File: src/rtl/toe_ram.sv
// ----------------------------------------------------------------------------
// Generic synchronous RAM
// One write port and one read port, read data registered.
// ----------------------------------------------------------------------------
module toe_ram #(
  parameter int unsigned WIDTH = 8,
  parameter int unsigned DEPTH = 16,
  localparam int unsigned AW = (DEPTH > 1) ? $clog2(DEPTH) : 1
) (
  input  logic             clk,
  input  logic             we,
  input  logic [AW-1:0]    waddr,
  input  logic [WIDTH-1:0] wdata,
  input  logic [AW-1:0]    raddr,
  output logic [WIDTH-1:0] rdata
);

  logic [WIDTH-1:0] mem [DEPTH];

  always_ff @(posedge clk) begin
    if (we) begin
      mem[waddr] <= wdata;
    end
    rdata <= mem[raddr];
  end

endmodule

File: config.mk
export PLATFORM = sky130hd
export DESIGN_NAME = toe_ram
export DESIGN_NICKNAME = d
export VERILOG_FILES = /design/src/rtl/toe_ram.sv
export SDC_FILE = /design/constraint.sdc
export NUM_CORES = 1
export LEC_CHECK = 0
export BUFFER_PORTS_ARGS = -buffer_cell sky130_fd_sc_hd__buf_4
export CAP_MARGIN = 5
export CORE_ASPECT_RATIO = 1.5
export CORE_UTILIZATION = 45
export CTS_CLUSTER_DIAMETER = 50
export DETAILED_ROUTE_END_ITERATION = 10
export HOLD_SLACK_MARGIN = 0.08
export SETUP_SLACK_MARGIN = 0.02
export SYNTH_ARGS = -nofsm -noshare
export SYNTH_HDL_FRONTEND = slang
export SYNTH_SLANG_ARGS = --single-unit
File: constraint.sdc
create_clock -name clk -period 5.7 [get_ports clk]
set_clock_uncertainty 0.2 [all_clocks]
set_input_delay 0.57 -clock clk [delete_from_list [all_inputs] [get_ports clk]]
set_output_delay 0.57 -clock clk [all_outputs]
set_load 0.005 [all_outputs]
==> results.tsv, run 1 <==
metric	value	unit
cell area after synthesis	5150	um2
largest net degree at the start of global routing	33	
DP HPWL	6070	um
Final WS setup	3.50	ns
H-tree levels	4	
drt pass-1 iters	4	
row cnt	47	
Slowest-stage cell, CP	nor3_1	
Final Setup Violations	0	
clk_lat worst skew	0.42	ns
Slew @ Worst Pin	1.07	ns
GRT Overall Usage	0.187	
I/O pin count	26	
MaxCap Viol Count	0	
first-pass GRT wire length	14700	um
final hold vios	0	
Crit path required time	5.53	ns
IO buf count	25	
Reg area	4000	um2
most common cell after layout, fill and taps aside	edfxtp_1	
dpl ws	3.08	ns
post-CTS sizing	0	
critical path type	input pin to flip-flop	
Worst-path clk slew	0.05	ns
cts hold-fix bufs	0	
Cells after DPL	393	
Cells after Synth	229	
Vias	2386	
Static Leak	2.01	nW
worst path cell trace	buf_4, or3b_2, nor3_1	
startpoint types	input pin	
WL met2	5250	um
share of layout cells above drive strength 1	0.270	
area delta synth->final	17.2	%
core area	11100	um2
Fillers	850	
placer congestion estimate	0.753	
max-slew violations	0	
non-filler cells, final	425	
Syn Area/Cell	22.5	um2
routed len/inst	23.1	um
clk sink count	136	
routed wire length	9800	um
most frequent cells in the layout	edfxtp_1 (128), buf_4 (27), mux4_2 (18)	
TritonCTS buffer count	17	
Remaining Overflow, GRT	0	
met3 wire len	523	um
vias in the first global route	2538	
sequential fraction of the synthesis area	0.778	
Clock Root Buffer	clkbuf_16	
Period minus WS final	2.20	ns
Starting Density	0.463	
n_diodes	0	
Worst VDD drop	213	uV
DR top layer	met4	
clk buf depth	2	
post-route ant nets	0	
setup TNS	0	ns
number of setup buffers added after CTS	0	
Yosys Warn Count	0	
Via density	5.61	
wl on met1	3730	um
Rel. slew slack	0.283	
Die W	89.3	um
outcome	complete, no violations	
Fmax	455	MHz
CP Data Arrival Time	2.03	ns
antenna violations before repair	0	
power per standard cell area	381	nW/um2
Synth cell types	19	
Final Cycle Share	0.385	
multi-input logic area	1060	um2
max incr delay on CP	0.83	ns
Pwr Total	0.00230	W
RSZ-0062 raised after global routing	false	
post-synth net total	247	
final hold slack	0.264	ns
full die area	11900	um2
DR DRC count	0	
die height	133	um
CP Max Fanout	8	
Seq cells post-synth	136	
Layout Nets	283	
Setup crit end kind	flip-flop	
CTS tree	done	
Worst Hold Class	input pin to flip-flop	
DRT iter0 DRCs	279	
-- per-layer routing --
layer  global-route usage  vias to the layer above
met5                    0                        -
met4                0.107                        0
met3               0.0437                       20
met2                0.301                       85
met1                0.227                     1238
li1                     -                     1043
-- synth_stat cells, drive strengths merged --
cell           number  area, um2
buf                 7       56.3
nand3               1       5.00
mux4               32        773
or3b                1       8.76
clkdlybuf4s25       3       30.0
and2                1       6.26
nand3b              2       15.0
nand2b              2       12.5
dfxtp               8        160
nand2               9       33.8
a22oi              16        120
nor2b               1       6.26
nor3                4       20.0
nor2               13       48.8
and2b               1       7.51
edfxtp            128       3840
-- where the power goes --
| part | internal, W | switching, W |
|---|---|---|
| combinational | 0.0000466 | 0.0000568 |
| clock | 0.000694 | 0.000380 |
| sequential | 0.00112 | 0.00000590 |
| total | 0.00186 | 0.000443 |
-- through the flow --
stage	util	cell area [um2]
final	0.543	6030
after CTS	0.543	6030
after detailed placement	0.491	5450
after global routing	0.543	6030
after floorplan	-	5150
after global placement	0.491	5450
-- logic make-up (layout without fill, tap and decap cells) --
group | count (synthesis) | after routing | share of synthesized area
muxes | 32 | 32 | 0.150
AOI/OAI and AO/OA | 16 | 16 | 0.0233
buffers and inverters | 10 | 59 | 0.0168
DFF | 136 | 136 | 0.778
and+or+nand+nor | 35 | 35 | 0.0318
-- state kept, by name, summed over array words and instances, names as in the netlist --
signal  flops
rdata       8
mem       128
-- critical path: cells and delay by family --
family	cells	cell delay [ns]
buffers and inverters	1	0.12
AND/OR/NAND/NOR	2	1.33
-- area by class of cell --
class / instances / area share
Sequential cell: 136 / 0.663
Multi-Input combinational cell: 83 / 0.176
Clock buffer: 22 / 0.0753
Timing Repair Buffer: 27 / 0.0336
Tap cell: 147 / 0.0305
Clock inverter: 10 / 0.0211
-- final timing paths --
kind / from / end / cells after the start / slack (ns)
worst max register to register: mem[3][7] / rdata[7] / 3 / 4.13
worst max-delay path: waddr[2] / mem[0][6] / 3 / 3.50
worst min register to register: mem[15][2] / rdata[2] / 3 / 0.46
worst min-delay path: wdata[6] / mem[5][6] / 1 / 0.26
Power figures use the tool's default switching activity.
==> run 2, diff against run 1 <==
==> constraint.sdc (replaced) <==
create_clock -name clk -period 2.2 [get_ports clk]
set_clock_uncertainty 0.2 [all_clocks]
set_input_delay 0.22 -clock clk [delete_from_list [all_inputs] [get_ports clk]]
set_output_delay 0.22 -clock clk [all_outputs]
set_load 0.005 [all_outputs]
==> run 2 against run 1 <==
Against the previous run: sequential cell count unchanged; die area unchanged; power rose to 2.6 times the previous value; largest power group unchanged.
==> results.tsv, run 2 (synthesis results as in run 1) <==
metric	value	unit
DR DRC count	0	
Rel. slew slack	0.543	
Reg area	4000	um2
Period minus WS final	1.55	ns
Clock Root Buffer	clkbuf_16	
largest registers	mem (128), rdata (8)	
final hold slack	0.120	ns
CP Data Arrival Time	1.65	ns
first-pass GRT wire length	15400	um
busiest grt layer	met2	
share of layout cells above drive strength 1	0.305	
critical path type	flip-flop to flip-flop	
Comb pwr share	0.049	
CTS tree	done	
vias in the first global route	2587	
multi-input logic area	1060	um2
DP HPWL	6590	um
Sw Ratio	0.192	
Pwr Total	0.00593	W
placer congestion estimate	0.779	
final hold vios	0	
area delta synth->final	21.9	%
full die area	11900	um2
DRT iter0 DRCs	201	
clock network fraction of design power	0.458	
Setup crit end kind	flip-flop	
Vias	2507	
largest reg by FF count	mem	
clk_lat worst skew	0.42	ns
power per standard cell area	945	nW/um2
Worst Hold Class	input pin to flip-flop	
most frequent cells in the layout	edfxtp_1 (128), buf_4 (48), mux4_2 (18)	
routed len/inst	22.3	um
largest net degree at the start of global routing	33	
routed wire length	10100	um
startpoint types	flip-flop	
Starting Density	0.463	
setup TNS	0	ns
antenna violations before repair	0	
I/O pin count	26	
max-slew violations	0	
row cnt	47	
Static Leak	2.16	nW
RSZ-0062 raised after global routing	false	
Reg power frac	0.493	
number of setup buffers added after CTS	0	
TritonCTS buffer count	17	
post-route ant nets	0	
Final Setup Violations	0	
outcome	complete, no violations	
GRT Overall Usage	0.196	
Fillers	817	
Crit path required time	2.29	ns
CP Max Fanout	1	
clk buf depth	2	
Fmax	643	MHz
Layout Nets	313	
IO buf count	25	
die height	133	um
Worst VDD drop	594	uV
GRT met3 Usage	0.0536	
Slew @ Worst Pin	0.683	ns
H-tree levels	4	
NetSw	0.00114	W
Via density	5.51	
Remaining Overflow, GRT	0	
met1 usage in global routing	0.243	
n_diodes	0	
Internal	0.00479	W
MaxCap Viol Count	0	
clk sink count	136	
Final Cycle Share	0.707	
drt pass-1 iters	4	
core area	11100	um2
met2 usage	0.308	
Worst-path clk slew	0.05	ns
max reg flops	128	
post-layout util	0.564	
Die W	89.3	um
most common cell after layout, fill and taps aside	edfxtp_1	
run 2: changes by cell type in the layout (fill, tap and decap cells not counted), sizes merged:
cell,change
clkbuf,-3
dlygate4sd3,+8
clkinvlp,-1
buf,+22
clkinv,+4
run 2: layout make-up:
| class | instances | share of cell area |
|---|---|---|
| Sequential cell | 136 | 0.638 |
| Clock inverter | 13 | 0.0215 |
| Tap cell | 147 | 0.0293 |
| Clock buffer | 19 | 0.0690 |
| Multi-Input combinational cell | 83 | 0.169 |
| Timing Repair Buffer | 57 | 0.0734 |
run 2: per-layer routing:
metal / part of all wire / wire length (um)
met2: 0.52 / 5280
met1: 0.41 / 4140
met4: 0.027 / 279
met3: 0.044 / 442
met5: 0 / 0
run 2: repair_timing:
action	4_1_cts	5_1_grt
endpoints found under the hold margin	128	0
hold buffers	8	0
gates resized for setup	0	0
setup endpoints to repair	0	0
run 2: worst max-delay path, stage by stage (launching register included):
cell	delay (ns)
edfxtp_1	0.36
mux4_1	0.50
a22oi_1	0.27
nand2_1	0.10
run 2: metrics by stage:
| stage | instance area, um2 | cells | setup slack [ns] |
|---|---|---|---|
| 2_1_floorplan | 5150 | 229 | 0.287 |
| 3_3_place_gp | 5630 | 415 | 0.235 |
| 3_5_place_dp | 5630 | 415 | 0.232 |
| 4_1_cts | 6270 | 455 | 0.641 |
| 5_1_grt | 6270 | 455 | 0.537 |
| 6_report | 6270 | 455 | 0.645 |
run 2: power by group through the flow:
stage / clock [W] / combinational [W] / sequential [W]
after global routing: 0.00286 / 0.000319 / 0.00292
after floorplan: 0 / 0.000147 / 0.00296
after detailed placement: 0 / 0.000286 / 0.00297
after CTS: 0.00276 / 0.000298 / 0.00292
final: 0.00271 / 0.000292 / 0.00292
after global placement: 0 / 0.000282 / 0.00297
run 2: final timing paths:
path / start / endpoint / slack, ns / depth (start not counted)
worst min register to register: mem[7][1] / rdata[1] / 0.46 / 3
worst min-delay path: waddr[0] / mem[0][4] / 0.12 / 3
worst max-delay path: mem[1][3] / rdata[3] / 0.65 / 3
worst max register to register: mem[1][3] / rdata[3] / 0.65 / 3
